`src/hdl/tok_pkg.sv`:
```
// ----------------------------------------------------------------------------
// tok_pkg
// Shared types, constants and helper functions for the source tokenizer.
// ----------------------------------------------------------------------------
`default_nettype none

package tok_pkg;

    localparam int MAX_IDENT_CHARS = 10;
    localparam int MAX_DIGITS      = 14;

    localparam int CHAR_W    = 8;
    localparam int KIND_W    = 5;
    localparam int VALUE_W   = 47;
    localparam int LEN_W     = 4;
    localparam int CNT_W     = 5;
    localparam int CHARS_W   = 80;
    localparam int BUF_AW    = (MAX_IDENT_CHARS > 1) ? $clog2(MAX_IDENT_CHARS) : 1;
    localparam int NUM_KW    = 8;

    localparam int QUEUE_DEPTH = 4;
    localparam int QPTR_W      = $clog2(QUEUE_DEPTH);
    localparam int QCNT_W      = $clog2(QUEUE_DEPTH + 1);

    // scan modes
    localparam logic [2:0] MODE_IDLE    = 3'd0;
    localparam logic [2:0] MODE_WORD    = 3'd1;
    localparam logic [2:0] MODE_NUM     = 3'd2;
    localparam logic [2:0] MODE_COLON   = 3'd3;
    localparam logic [2:0] MODE_LESS    = 3'd4;
    localparam logic [2:0] MODE_GREATER = 3'd5;

    // token kinds
    localparam logic [KIND_W-1:0] TK_IDENT    = 5'd0;
    localparam logic [KIND_W-1:0] TK_NUMBER   = 5'd1;
    localparam logic [KIND_W-1:0] TK_PLUS     = 5'd2;
    localparam logic [KIND_W-1:0] TK_MINUS    = 5'd3;
    localparam logic [KIND_W-1:0] TK_TIMES    = 5'd4;
    localparam logic [KIND_W-1:0] TK_NUL      = 5'd5;
    localparam logic [KIND_W-1:0] TK_DIVIDE   = 5'd6;
    localparam logic [KIND_W-1:0] TK_LSS      = 5'd9;
    localparam logic [KIND_W-1:0] TK_LEQ      = 5'd10;
    localparam logic [KIND_W-1:0] TK_GTR      = 5'd11;
    localparam logic [KIND_W-1:0] TK_GEQ      = 5'd12;
    localparam logic [KIND_W-1:0] TK_LPAREN   = 5'd13;
    localparam logic [KIND_W-1:0] TK_RPAREN   = 5'd14;
    localparam logic [KIND_W-1:0] TK_COMMA    = 5'd15;
    localparam logic [KIND_W-1:0] TK_SEMI     = 5'd16;
    localparam logic [KIND_W-1:0] TK_LBRACKET = 5'd17;
    localparam logic [KIND_W-1:0] TK_RBRACKET = 5'd18;
    localparam logic [KIND_W-1:0] TK_LBRACE   = 5'd19;
    localparam logic [KIND_W-1:0] TK_RBRACE   = 5'd20;
    localparam logic [KIND_W-1:0] TK_BECOMES  = 5'd21;
    localparam logic [KIND_W-1:0] TK_IF       = 5'd22;
    localparam logic [KIND_W-1:0] TK_ELSE     = 5'd23;
    localparam logic [KIND_W-1:0] TK_WHILE    = 5'd24;
    localparam logic [KIND_W-1:0] TK_WRITE    = 5'd25;
    localparam logic [KIND_W-1:0] TK_READ     = 5'd26;
    localparam logic [KIND_W-1:0] TK_MAIN     = 5'd27;
    localparam logic [KIND_W-1:0] TK_INT      = 5'd28;
    localparam logic [KIND_W-1:0] TK_CHAR     = 5'd29;

    typedef struct packed {
        logic [KIND_W-1:0]  kind;
        logic [VALUE_W-1:0] value;
        logic               too_long;
        logic [63:0]        chars_low;
        logic [15:0]        chars_high;
        logic [LEN_W-1:0]   length;
        logic               last;
    } t_token;

    typedef struct packed {
        logic [1:0] count;
        t_token     first;
        t_token     second;
    } t_push;

    typedef struct packed {
        logic [CHARS_W-1:0] text;
        logic [LEN_W-1:0]   len;
        logic [KIND_W-1:0]  kind;
    } t_keyword;

    // keyword text packed first character in the low byte
    localparam t_keyword KEYWORDS [NUM_KW] = '{
        '{text: 80'h72616863,   len: 4'd4, kind: TK_CHAR},
        '{text: 80'h65736c65,   len: 4'd4, kind: TK_ELSE},
        '{text: 80'h6669,       len: 4'd2, kind: TK_IF},
        '{text: 80'h746e69,     len: 4'd3, kind: TK_INT},
        '{text: 80'h6e69616d,   len: 4'd4, kind: TK_MAIN},
        '{text: 80'h64616572,   len: 4'd4, kind: TK_READ},
        '{text: 80'h656c696877, len: 4'd5, kind: TK_WHILE},
        '{text: 80'h6574697277, len: 4'd5, kind: TK_WRITE}
    };

    function automatic logic [VALUE_W-1:0] f_sat_value();
        logic [VALUE_W-1:0] v;
        v = VALUE_W'(1);
        for (int i = 0; i < MAX_DIGITS; i++) begin
            v = VALUE_W'(v * VALUE_W'(10));
        end
        return v - VALUE_W'(1);
    endfunction

    localparam logic [VALUE_W-1:0] SAT_VALUE = f_sat_value();

    function automatic logic f_is_letter(input logic [CHAR_W-1:0] c);
        return (c >= "a" && c <= "z") || (c >= "A" && c <= "Z");
    endfunction

    function automatic logic f_is_digit(input logic [CHAR_W-1:0] c);
        return c >= "0" && c <= "9";
    endfunction

    function automatic logic [KIND_W-1:0] f_single_kind(input logic [CHAR_W-1:0] c);
        logic [KIND_W-1:0] k;
        unique case (c)
            "+":     k = TK_PLUS;
            "-":     k = TK_MINUS;
            "*":     k = TK_TIMES;
            "/":     k = TK_DIVIDE;
            "(":     k = TK_LPAREN;
            ")":     k = TK_RPAREN;
            ",":     k = TK_COMMA;
            ";":     k = TK_SEMI;
            "[":     k = TK_LBRACKET;
            "]":     k = TK_RBRACKET;
            "{":     k = TK_LBRACE;
            "}":     k = TK_RBRACE;
            "=":     k = TK_BECOMES;
            default: k = TK_NUL;
        endcase
        return k;
    endfunction

    function automatic t_token f_simple(input logic [KIND_W-1:0] kind);
        t_token t;
        t      = '0;
        t.kind = kind;
        return t;
    endfunction

endpackage

`default_nettype wire

```
`src/hdl/tok_if.sv`:
```
// ----------------------------------------------------------------------------
// tok_if
// Valid/ready channels for source characters and for tokens.
// ----------------------------------------------------------------------------
`default_nettype none

interface tok_char_if;
    logic                      valid;
    logic                      ready;
    logic [tok_pkg::CHAR_W-1:0] char_code;
    logic                      end_of_input;

    modport source (output valid, char_code, end_of_input, input ready);
    modport sink   (input valid, char_code, end_of_input, output ready);
endinterface

interface tok_token_if;
    logic                       valid;
    logic                       ready;
    logic [tok_pkg::KIND_W-1:0]  token_kind;
    logic [tok_pkg::VALUE_W-1:0] number_value;
    logic                       number_too_long;
    logic [63:0]                ident_chars_low;
    logic [15:0]                ident_chars_high;
    logic [tok_pkg::LEN_W-1:0]   ident_length;
    logic                       last_of_run;

    modport source (output valid, token_kind, number_value, number_too_long,
                    ident_chars_low, ident_chars_high, ident_length, last_of_run,
                    input ready);
    modport sink   (input valid, token_kind, number_value, number_too_long,
                    ident_chars_low, ident_chars_high, ident_length, last_of_run,
                    output ready);
endinterface

`default_nettype wire

```
`src/hdl/source_tokenizer.sv`:
```
// ----------------------------------------------------------------------------
// source_tokenizer
// Lexical analyser: one source character per request in, tokens out.
// ----------------------------------------------------------------------------
// Path: the first token of a character passes the input register and then
//   the result queue before it reaches the result port; a full queue stalls it.
// Throughput: one character per cycle while the queue has room; a character
//   giving two tokens leaves one at a time by the single-token result port.
// Reset: synchronous, active low; scanner idle, result queue empty.
`default_nettype none

module source_tokenizer (
    input  wire logic   i_clk,
    input  wire logic   i_rst_n,
    tok_char_if.sink    i_char,
    tok_token_if.source o_token
);

    tok_pkg::t_push push;
    logic           room;

    tok_scan u_scan (
        .i_clk   (i_clk),
        .i_rst_n (i_rst_n),
        .i_char  (i_char),
        .i_room  (room),
        .o_push  (push)
    );

    tok_queue u_queue (
        .i_clk   (i_clk),
        .i_rst_n (i_rst_n),
        .i_push  (push),
        .o_room  (room),
        .o_token (o_token)
    );

endmodule

`default_nettype wire

```
`src/hdl/tok_scan.sv`:
```
// ----------------------------------------------------------------------------
// tok_scan
// Input register and scanner: one character per cycle while i_room, up to two tokens out.
// ----------------------------------------------------------------------------
`default_nettype none

module tok_scan (
    input  wire logic           i_clk,
    input  wire logic           i_rst_n,
    tok_char_if.sink            i_char,
    input  wire logic           i_room,
    output tok_pkg::t_push      o_push
);

    logic                           r_in_valid;
    logic [tok_pkg::CHAR_W-1:0]     r_char;
    logic                           r_eoi;
    logic [2:0]                     r_mode;
    logic [tok_pkg::CHAR_W-1:0]     r_buf [tok_pkg::MAX_IDENT_CHARS];
    logic [tok_pkg::LEN_W-1:0]      r_len;
    logic [tok_pkg::VALUE_W-1:0]    r_acc;
    logic [tok_pkg::CNT_W-1:0]      r_cnt;

    logic [2:0]                     n_mode;
    logic [tok_pkg::LEN_W-1:0]      n_len;
    logic [tok_pkg::VALUE_W-1:0]    n_acc;
    logic [tok_pkg::CNT_W-1:0]      n_cnt;

    logic                           fire;
    logic                           buf_we;
    logic [tok_pkg::BUF_AW-1:0]     buf_wa;
    logic [tok_pkg::CHARS_W-1:0]    word_chars;
    logic                           is_kw;
    logic [tok_pkg::KIND_W-1:0]     kw_kind;
    tok_pkg::t_token                word_tok;
    tok_pkg::t_token                num_tok;
    tok_pkg::t_token                pend_tok;
    tok_pkg::t_token                a_tok;
    tok_pkg::t_token                b_tok;
    logic                           a_v;
    logic                           b_v;
    logic                           has_pend;
    logic                           is_eq;
    logic                           c_letter;
    logic                           c_digit;

    assign fire         = r_in_valid && i_room;
    assign i_char.ready = !r_in_valid || i_room;

    always_ff @(posedge i_clk) begin
        if (!i_rst_n) begin
            r_in_valid <= 1'b0;
        end else if (i_char.valid && i_char.ready) begin
            r_in_valid <= 1'b1;
        end else if (fire) begin
            r_in_valid <= 1'b0;
        end
    end

    always_ff @(posedge i_clk) begin
        if (i_char.valid && i_char.ready) begin
            r_char <= i_char.char_code;
            r_eoi  <= i_char.end_of_input;
        end
    end

    // packed identifier, bytes past the length forced to zero
    always_comb begin
        word_chars = '0;
        for (int i = 0; i < tok_pkg::MAX_IDENT_CHARS; i++) begin
            if (tok_pkg::LEN_W'(i) < r_len) begin
                word_chars[8*i +: 8] = r_buf[i];
            end
        end
    end

    always_comb begin
        is_kw   = 1'b0;
        kw_kind = tok_pkg::TK_IDENT;
        for (int k = 0; k < tok_pkg::NUM_KW; k++) begin
            if (tok_pkg::KEYWORDS[k].len == r_len &&
                tok_pkg::KEYWORDS[k].text == word_chars) begin
                is_kw   = 1'b1;
                kw_kind = tok_pkg::KEYWORDS[k].kind;
            end
        end
    end

    always_comb begin
        if (is_kw) begin
            word_tok = tok_pkg::f_simple(kw_kind);
        end else begin
            word_tok            = tok_pkg::f_simple(tok_pkg::TK_IDENT);
            word_tok.chars_low  = word_chars[63:0];
            word_tok.chars_high = word_chars[79:64];
            word_tok.length     = r_len;
        end
        num_tok          = tok_pkg::f_simple(tok_pkg::TK_NUMBER);
        num_tok.value    = r_acc;
        num_tok.too_long = r_cnt > tok_pkg::CNT_W'(tok_pkg::MAX_DIGITS);
    end

    always_comb begin
        has_pend = 1'b1;
        unique case (r_mode)
            tok_pkg::MODE_WORD:    pend_tok = word_tok;
            tok_pkg::MODE_NUM:     pend_tok = num_tok;
            tok_pkg::MODE_COLON:   pend_tok = tok_pkg::f_simple(tok_pkg::TK_NUL);
            tok_pkg::MODE_LESS:    pend_tok = tok_pkg::f_simple(tok_pkg::TK_LSS);
            tok_pkg::MODE_GREATER: pend_tok = tok_pkg::f_simple(tok_pkg::TK_GTR);
            default: begin
                pend_tok = '0;
                has_pend = 1'b0;
            end
        endcase
    end

    assign c_letter = tok_pkg::f_is_letter(r_char);
    assign c_digit  = tok_pkg::f_is_digit(r_char);
    assign is_eq    = r_char == "=";

    always_comb begin
        n_mode = r_mode;
        n_len  = r_len;
        n_acc  = r_acc;
        n_cnt  = r_cnt;
        buf_we = 1'b0;
        buf_wa = '0;
        a_v    = 1'b0;
        b_v    = 1'b0;
        a_tok  = pend_tok;
        b_tok  = tok_pkg::f_simple(tok_pkg::f_single_kind(r_char));
        if (r_eoi) begin
            a_v    = has_pend;
            n_mode = tok_pkg::MODE_IDLE;
        end else if (r_mode == tok_pkg::MODE_WORD && (c_letter || c_digit)) begin
            if (r_len < tok_pkg::LEN_W'(tok_pkg::MAX_IDENT_CHARS)) begin
                buf_we = 1'b1;
                buf_wa = r_len[tok_pkg::BUF_AW-1:0];
                n_len  = r_len + tok_pkg::LEN_W'(1);
            end
        end else if (r_mode == tok_pkg::MODE_NUM && c_digit) begin
            if (r_cnt < tok_pkg::CNT_W'(tok_pkg::MAX_DIGITS)) begin
                // times ten as two shifts and an add
                n_acc = tok_pkg::VALUE_W'({r_acc, 3'b000} + {r_acc, 1'b0})
                        + tok_pkg::VALUE_W'(r_char[3:0]);
                n_cnt = r_cnt + tok_pkg::CNT_W'(1);
            end else begin
                n_acc = tok_pkg::SAT_VALUE;
                n_cnt = tok_pkg::CNT_W'(tok_pkg::MAX_DIGITS + 1);
            end
        end else if (is_eq && (r_mode == tok_pkg::MODE_COLON ||
                               r_mode == tok_pkg::MODE_LESS ||
                               r_mode == tok_pkg::MODE_GREATER)) begin
            a_v    = 1'b1;
            n_mode = tok_pkg::MODE_IDLE;
            priority if (r_mode == tok_pkg::MODE_COLON) begin
                a_tok = tok_pkg::f_simple(tok_pkg::TK_BECOMES);
            end else if (r_mode == tok_pkg::MODE_LESS) begin
                a_tok = tok_pkg::f_simple(tok_pkg::TK_LEQ);
            end else begin
                a_tok = tok_pkg::f_simple(tok_pkg::TK_GEQ);
            end
        end else begin
            // close whatever is pending, then start afresh on this character
            a_v    = has_pend;
            n_mode = tok_pkg::MODE_IDLE;
            priority if (r_char == " " || r_char == 8'h0a || r_char == 8'h09) begin
                n_mode = tok_pkg::MODE_IDLE;
            end else if (c_letter) begin
                n_mode = tok_pkg::MODE_WORD;
                buf_we = 1'b1;
                buf_wa = '0;
                n_len  = tok_pkg::LEN_W'(1);
            end else if (c_digit) begin
                n_mode = tok_pkg::MODE_NUM;
                n_acc  = tok_pkg::VALUE_W'(r_char[3:0]);
                n_cnt  = tok_pkg::CNT_W'(1);
            end else if (r_char == ":") begin
                n_mode = tok_pkg::MODE_COLON;
            end else if (r_char == "<") begin
                n_mode = tok_pkg::MODE_LESS;
            end else if (r_char == ">") begin
                n_mode = tok_pkg::MODE_GREATER;
            end else begin
                b_v = 1'b1;
            end
        end
    end

    always_ff @(posedge i_clk) begin
        if (!i_rst_n) begin
            r_mode <= tok_pkg::MODE_IDLE;
            r_len  <= '0;
            r_acc  <= '0;
            r_cnt  <= '0;
        end else if (fire) begin
            r_mode <= n_mode;
            r_len  <= n_len;
            r_acc  <= n_acc;
            r_cnt  <= n_cnt;
        end
    end

    always_ff @(posedge i_clk) begin
        if (fire && buf_we) begin
            r_buf[buf_wa] <= r_char;
        end
    end

    always_comb begin
        o_push             = '0;
        o_push.count       = fire ? ({1'b0, a_v} + {1'b0, b_v}) : 2'd0;
        o_push.first       = a_v ? a_tok : b_tok;
        o_push.first.last  = !(a_v && b_v);
        o_push.second      = b_tok;
        o_push.second.last = 1'b1;
    end

endmodule

`default_nettype wire

```
`src/hdl/tok_queue.sv`:
```
// ----------------------------------------------------------------------------
// tok_queue
// Small result queue: takes up to two tokens a cycle, hands out one on ready.
// ----------------------------------------------------------------------------
`default_nettype none

module tok_queue (
    input  wire logic           i_clk,
    input  wire logic           i_rst_n,
    input  wire tok_pkg::t_push i_push,
    output logic                o_room,
    tok_token_if.source         o_token
);

    tok_pkg::t_token              r_slot [tok_pkg::QUEUE_DEPTH];
    logic [tok_pkg::QPTR_W-1:0]   r_head;
    logic [tok_pkg::QPTR_W-1:0]   r_tail;
    logic [tok_pkg::QCNT_W-1:0]   r_count;

    logic                         pop;
    logic [tok_pkg::QPTR_W-1:0]   tail_next;
    tok_pkg::t_token              head;

    assign o_room    = r_count <= tok_pkg::QCNT_W'(tok_pkg::QUEUE_DEPTH - 2);
    assign pop       = o_token.valid && o_token.ready;
    assign tail_next = r_tail + tok_pkg::QPTR_W'(1);
    assign head      = r_slot[r_head];

    always_ff @(posedge i_clk) begin
        if (!i_rst_n) begin
            r_head  <= '0;
            r_tail  <= '0;
            r_count <= '0;
        end else begin
            r_tail  <= r_tail + tok_pkg::QPTR_W'(i_push.count);
            r_count <= r_count + tok_pkg::QCNT_W'(i_push.count)
                       - tok_pkg::QCNT_W'(pop);
            if (pop) begin
                r_head <= r_head + tok_pkg::QPTR_W'(1);
            end
        end
    end

    always_ff @(posedge i_clk) begin
        if (i_push.count != 2'd0) begin
            r_slot[r_tail] <= i_push.first;
        end
        if (i_push.count == 2'd2) begin
            r_slot[tail_next] <= i_push.second;
        end
    end

    assign o_token.valid            = r_count != '0;
    assign o_token.token_kind       = head.kind;
    assign o_token.number_value     = head.value;
    assign o_token.number_too_long  = head.too_long;
    assign o_token.ident_chars_low  = head.chars_low;
    assign o_token.ident_chars_high = head.chars_high;
    assign o_token.ident_length     = head.length;
    assign o_token.last_of_run      = head.last;

endmodule

`default_nettype wire

```
`src/flat_wrapper.sv`:
```
// flat-port wrapper written by rule: the top's interface ports become plain ports
module source_tokenizer_flat 
  (i_clk, i_rst_n, i_char_valid, i_char_char_code, i_char_end_of_input, i_char_ready, o_token_valid, o_token_token_kind, o_token_number_value, o_token_number_too_long, o_token_ident_chars_low, o_token_ident_chars_high, o_token_ident_length, o_token_last_of_run, o_token_ready);
  tok_char_if i_char_i ();
  tok_token_if o_token_i ();
  input  wire logic i_clk;
  input  wire logic i_rst_n;
  input wire logic [$bits(i_char_i.valid)-1:0] i_char_valid;
  input wire logic [$bits(i_char_i.char_code)-1:0] i_char_char_code;
  input wire logic [$bits(i_char_i.end_of_input)-1:0] i_char_end_of_input;
  output wire logic [$bits(i_char_i.ready)-1:0] i_char_ready;
  output wire logic [$bits(o_token_i.valid)-1:0] o_token_valid;
  output wire logic [$bits(o_token_i.token_kind)-1:0] o_token_token_kind;
  output wire logic [$bits(o_token_i.number_value)-1:0] o_token_number_value;
  output wire logic [$bits(o_token_i.number_too_long)-1:0] o_token_number_too_long;
  output wire logic [$bits(o_token_i.ident_chars_low)-1:0] o_token_ident_chars_low;
  output wire logic [$bits(o_token_i.ident_chars_high)-1:0] o_token_ident_chars_high;
  output wire logic [$bits(o_token_i.ident_length)-1:0] o_token_ident_length;
  output wire logic [$bits(o_token_i.last_of_run)-1:0] o_token_last_of_run;
  input wire logic [$bits(o_token_i.ready)-1:0] o_token_ready;
  assign i_char_i.valid = i_char_valid;
  assign i_char_i.char_code = i_char_char_code;
  assign i_char_i.end_of_input = i_char_end_of_input;
  assign i_char_ready = i_char_i.ready;
  assign o_token_valid = o_token_i.valid;
  assign o_token_token_kind = o_token_i.token_kind;
  assign o_token_number_value = o_token_i.number_value;
  assign o_token_number_too_long = o_token_i.number_too_long;
  assign o_token_ident_chars_low = o_token_i.ident_chars_low;
  assign o_token_ident_chars_high = o_token_i.ident_chars_high;
  assign o_token_ident_length = o_token_i.ident_length;
  assign o_token_last_of_run = o_token_i.last_of_run;
  assign o_token_i.ready = o_token_ready;
  source_tokenizer u_core (.i_clk(i_clk), .i_rst_n(i_rst_n), .i_char(i_char_i), .o_token(o_token_i));
endmodule
```
`config.mk`:
```
export PLATFORM = sky130hd
export DESIGN_NAME = source_tokenizer_flat
export DESIGN_NICKNAME = d
export VERILOG_FILES = /design/src/hdl/tok_pkg.sv /design/src/hdl/tok_if.sv /design/src/hdl/source_tokenizer.sv /design/src/hdl/tok_scan.sv /design/src/hdl/tok_queue.sv /design/src/flat_wrapper.sv
export SDC_FILE = /design/constraint.sdc
export NUM_CORES = 1
export LEC_CHECK = 0
export ABC_AREA = 1
export BUFFER_PORTS_ARGS = -buffer_cell sky130_fd_sc_hd__buf_2
export CAP_MARGIN = 5
export CORE_MARGIN = 4
export CORE_UTILIZATION = 35
export CTS_CLUSTER_SIZE = 14
export DETAILED_ROUTE_END_ITERATION = 10
export SLEW_MARGIN = 30
export SYNTH_ARGS = -nofsm -noshare
export SYNTH_HDL_FRONTEND = slang
export SYNTH_SLANG_ARGS = --single-unit
```
`constraint.sdc`:
```
create_clock -name i_clk -period 6.95 [get_ports i_clk]
set_input_delay 0.3475 -clock i_clk [delete_from_list [all_inputs] [get_ports i_clk]]
set_output_delay 0.3475 -clock i_clk [all_outputs]
set_load 0.02 [all_outputs]
```
# Word level (Yosys, flattened, before mapping)
# Memory sizes are Yosys's and may differ from the RTL's. A register that Yosys moved wholly into a read port is not among the register bits.
# Cells that the tools add are included.
# word_totals
ram_bits,632
latch_bits,0
output_inout_bits,140
elab_cells,227
romBits,0
input_bits,13
mem_count,2
regBits,76
# op_classes
mux,100
n_div,0
eq_ne,46
reduce_logical,37
order_cmp,20
multipliers,0
add_sub_neg,10
shifts,0
bitwise_logic,2
# mem_list
memory,words,word_bits,read_ports,rd_clocked_by_memory_dff,write_ports,line_no,rtl
u_core.u_queue.r_slot,4,138,1,1,2,tok_queue.sv:15,tok_pkg::t_token r_slot [tok_pkg::QUEUE_DEPTH];
u_core.u_scan.r_buf,10,8,10,0,1,tok_scan.sv:19,logic [tok_pkg::CHAR_W-1:0] r_buf [tok_pkg::MAX_IDENT_CHARS];
# op_table
operator,count
2-to-1 mux 138 bit,7
one-hot mux 138 bit (5 select lines),1
"== test 31 x 80 -> 1 bit, first input constant",4
2-to-1 mux 47 bit,6
"== test 39 x 80 -> 1 bit, first input constant",2
2-to-1 mux 136 bit,1
"== test 8 x 6 -> 1 bit, second input constant",13
"== test 15 x 80 -> 1 bit, first input constant",1
"== test 23 x 80 -> 1 bit, first input constant",1
2-to-1 mux 8 bit,10
2-to-1 mux 5 bit,14
one-hot mux 5 bit (13 select lines),1
adder 47 x 4 -> 47 bit,1
adder 47 bit,1
2-to-1 mux 1 bit,38
2-to-1 mux 4 bit,9
"== test 8 x 7 -> 1 bit, second input constant",4
2-to-1 mux 3 bit,10
logical AND 1 bit,19
"== test 8 x 4 -> 1 bit, second input constant",2
">= comparator 8 x 7 -> 1 bit, second input constant",2
"less-or-equal comparator 8 x 7 -> 1 bit, second input constant",2
"< comparator 3 x 4 -> 1 bit, first input constant",4
"inequality test 2 bit, second input constant",7
other kinds (32),55

# Logic depth before layout (Yosys ltp)
# depth
depth_word,19
depth_mapped,28
mapped_depth_nobuf,26

# By module
# Synthesis repeated with hierarchy kept, for this count alone.
# hier_totals
cells_unflattened,4685
hier_area_um2,39963.3
# modules_own_cells
mod,cells_per_inst,seq_area_each_um2,instances,area_per_inst_um2
tok_queue,2768,16756.1,1,26854.5
tok_scan,1917,3873.7,1,13108.8

# Least setup slack after synthesis
# OpenSTA, ideal clock, no wires.
# synth_path
path_type,register to register
start,register u_core.u_scan.r_char[3] (netlist bit)
end,memory u_core.u_queue.r_slot[2][133] (netlist bit) (enable)
t_required_ns,6.637
path_buffers,2
path_stages_with_launch,26
arrival_ns,3.860
setup_time_ns,0.313
period_less_slack_ns,4.174
path_slack_ns,2.776
cell_sequence,edfxtp_1 > nand2_1 > nor2_1 > nand2_1 > o21ai_0 > nand4_1 > and2_2 > nand2_2 > nand2_4 > inv_2 > nand2_1 > nand2_1 > inv_1 > clkbuf_1 > ha_1 > inv_1 > nor2_1 > nor2_1 > nor3_2 > inv_1 > nor2_1 > nand2_1 > inv_1 > nor2_1 > clkbuf_1 > inv_1
# synth_rtl
item,line_no,rtl
start: declaration,tok_scan.sv:16,logic [tok_pkg::CHAR_W-1:0] r_char;
start signal: assignment,tok_scan.sv:62,r_char <= i_char.char_code;
end: declaration,tok_queue.sv:15,

==> impl_results.md <==
- Worst slew pin tran: 979.7 ps
- Final Wtd Congestion: 0.9613
- DIE HEIGHT: 313.3 um
- Clock buffer depth: 3
- CTS clk-pin slew, worst paths: 60 ps
- Clock Skews: 57.83 ps
- Most frequent cells in the layout: nand2_1, o21ai_0, dfxtp_1
- VDD IR-drop max: 0.0001727 V
- Synth area leader: dfxtp_1
- Final WS setup: 1339 ps
- Post-synthesis net count: 4392
- Die Width: 313.3 um
- NumNets Final: 4417
- Ys flop type: dfxtp_1
- Crit path time final: 5611 ps
- Leak: 14.08 nW
- Hold Crit Class: input port to flop
- Initial antenna violation count: 1
- Sequential area share after synthesis: 46.93%
- Worst slack, placed: 1492 ps
- Routed Antenna Nets: 0
- Max Freq: 178.2 MHz
- H-Tree Depth: 3
- Detailed Route WL: 103900 um
- Synth cell types: 54
- Endpoint type of the worst setup path: flop
- Hold Violations, Final: 0
- CTS root buf: clkbuf_16
- FP Rows: 111
- Synthesized area: 0.03261 mm2
- CTS buffer count: 80
- Skew-Pair Late Insertion Delay: 670 ps
- Layout cells sized above 1: 9.682%
- DRT iter0 DRCs: 2701
- Grt total ovfl: 0
- Die ar.: 0.09813 mm2
- Async S/R FF share, synth: 0%
- Crit path DAT: 6070 ps
- Area Overhead vs Synth: 13.85%
- DR WL/cell: 18.52 um
- Setup TNS: 0 ps
- Crit path buf inv count: 6
- Cts repair resizes: 0
- Mapped Cells: 4277
- Post-CTS Setup Repair Bufs: 0
- CP peak stage delay: 890 ps
- TritonCTS clock tree: built
- #FFs+latches synth: 710
- Critical path's slowest cell: edfxtp_1
- DP Wirelength: 66660 um
- Most common cell after layout, fill and taps aside: nand2_1
- Drt drc: 0
- Share of the synthesized area in the top cell type: 36.89%
- Overall Global Routing Usage: 20.46%
- Fillers: 9545
- Post-synth EDFFs: 109
- Pre-antenna DRT Iters: 6
- Syn avg cell area: 7.625 um2
- Pwr Density: 295.6 mW/mm2
- Crit path cell chain: nand2_1, nor2_1, nand2_1, o21ai_0, nand4_1, and2_2, nand2_2, nand2_4, inv_2, nand2_1, nand2_1, inv_1, ha_1, inv_1, nor2_1, nor2_1, inv_1, nand2_4, buf_4, buf_4, o21ai_0
- Crit start category: flop
- Flop-to-flop setup slack: 1340 ps
- Vias: 29820
- Ys Warns: 0
- IO Count: 153
- Max Cap Violations: 0
- Vias per inst: 5.312
- Core area: 0.09208 mm2
- Crit path kind: flop to flop
- Area contributors post-synth: dfxtp_1, nand2_1, edfxtp_1, o21ai_0, nor2_1
- # clock sinks: 710
- Fin crit share: 80.73%
- Rel. slew slack: 34.68%
- Starting density of the core: 35.42%
- CP required: 7410 ps
- CP Max Fanout: 61
- Worst path most repeated cell: nand2_1
- I/O Buffers: 152
- Vias in the first global route: 28270
- RSZ-0062 raised after global routing: no
- First-pass GRT wire length: 162200 um
- Final setup fails: 0
- Pin count of the biggest net entering global routing: 119
- Largest delay share family, worst path: simple AND/OR/NAND/NOR gates
- Outcome: completed
- Final Slew Violations: 0
==> per-layer routing <==
| metal | GRT usage, % | up-vias | part of all wire (%) |
|---|---|---|---|
| met1 | 26.88 | 14180 | 44 |
| met4 | 6.472 | 0 | 2.9 |
| li1 | - | 14630 | - |
| met2 | 34.53 | 833 | 47 |
| met3 | 3.233 | 172 | 5.5 |
| met5 | 0 | - | 0 |
==> per-stage QoR <==
step | instances | utilization (%) | total power, mW | cell area (um2) | hold WS, ps
after detailed placement | 5453 | 37.22 | 6.759 | 34280 | 432.4
after global placement | 5452 | 37.18 | 6.765 | 34240 | 427.7
after floorplan | 4277 | - | 5.885 | 32610 | 417.8
after global routing | 5612 | 40.32 | 11.44 | 37130 | 132.3
final | 5613 | 40.32 | 10.98 | 37130 | 120.3
after CTS | 5612 | 40.30 | 11.09 | 37110 | 71.32
==> power by group <==
group | switching, mW | internal (mW)
combinational | 1.72 | 0.600
clock | 1.80 | 2.52
sequential | 0.117 | 4.22
total | 3.63 | 7.34
==> worst min-delay path: stages <==
cell and delay (ps):
buf_2 230, nand2_1 100, inv_1 30
==> state kept, by name, summed over array words and instances, names as in the netlist, named ones only <==
register / flops
u_core.u_queue.r_count: 3
u_core.u_queue.r_head: 2
u_core.u_queue.r_slot: 552
u_core.u_queue.r_tail: 2
u_core.u_scan.r_acc: 47
u_core.u_scan.r_buf: 80
u_core.u_scan.r_char: 8
u_core.u_scan.r_cnt: 5
u_core.u_scan.r_eoi: 1
u_core.u_scan.r_in_valid: 1
u_core.u_scan.r_len: 4
u_core.u_scan.r_mode: 3
==> cell usage after synthesis, types with 50 or more instances <==
| cell | instances |
|---|---|
| inv_1 | 195 |
| edfxtp_1 | 109 |
| o22ai_1 | 140 |
| clkbuf_1 | 218 |
| nand2_1 | 917 |
| nand3_1 | 161 |
| o21ai_0 | 635 |
| nand3_2 | 50 |
| dfxtp_1 | 601 |
| ha_1 | 99 |
| nor2_1 | 494 |
| o21ai_1 | 243 |
| a21oi_1 | 141 |
==> layout make-up <==
type | count | area (um2) | share of cell area (%)
Multi-Input combinational cell | 3109 | 15560 | 41.91
Sequential cell | 710 | 15310 | 41.24
Clock buffer | 113 | 2287 | 6.160
Tap cell | 1243 | 1555 | 4.189
Timing Repair Buffer | 197 | 1176 | 3.168
Inverter | 204 | 789.5 | 2.126
Clock inverter | 36 | 446.7 | 1.203
Antenna cell | 1 | 2.502 | 0.006740
==> timing repair <==
action,in CTS,in global routing
endpoints found under the hold margin,10,0
hold buffers,10,0
endpoints found under the setup margin,0,0
==> worst paths after layout <==
check                                            startpoint                                   endpoint  depth (start not counted)
setup / recovery          u_core.u_scan.r_char[3]$_DFFE_PP_  u_core.u_queue.r_slot[0][95]$_SDFFE_PP0P_                         21
hold / removal                                      i_rst_n       u_core.u_queue.r_count[0]$_SDFF_PN0_                          3
setup reg to reg          u_core.u_scan.r_char[3]$_DFFE_PP_  u_core.u_queue.r_slot[0][95]$_SDFFE_PP0P_                         21
hold reg to reg   u_core.u_queue.r_slot[1][81]$_SDFFE_PP0P_  u_core.u_queue.r_slot[1][81]$_SDFFE_PP0P_                          2
==> logic make-up after synthesis <==
logic type               share of synthesized area [%]
adder cells (fa/ha/maj)                          3.982
buffers and inverters                            5.548
AO/OA/AOI/OAI                                    20.49
flip-flops                                       46.93
XOR/XNOR                                        0.5103
AND/OR/NAND/NOR                                  22.54
Note: power is estimated with default switching activity, not from simulation.
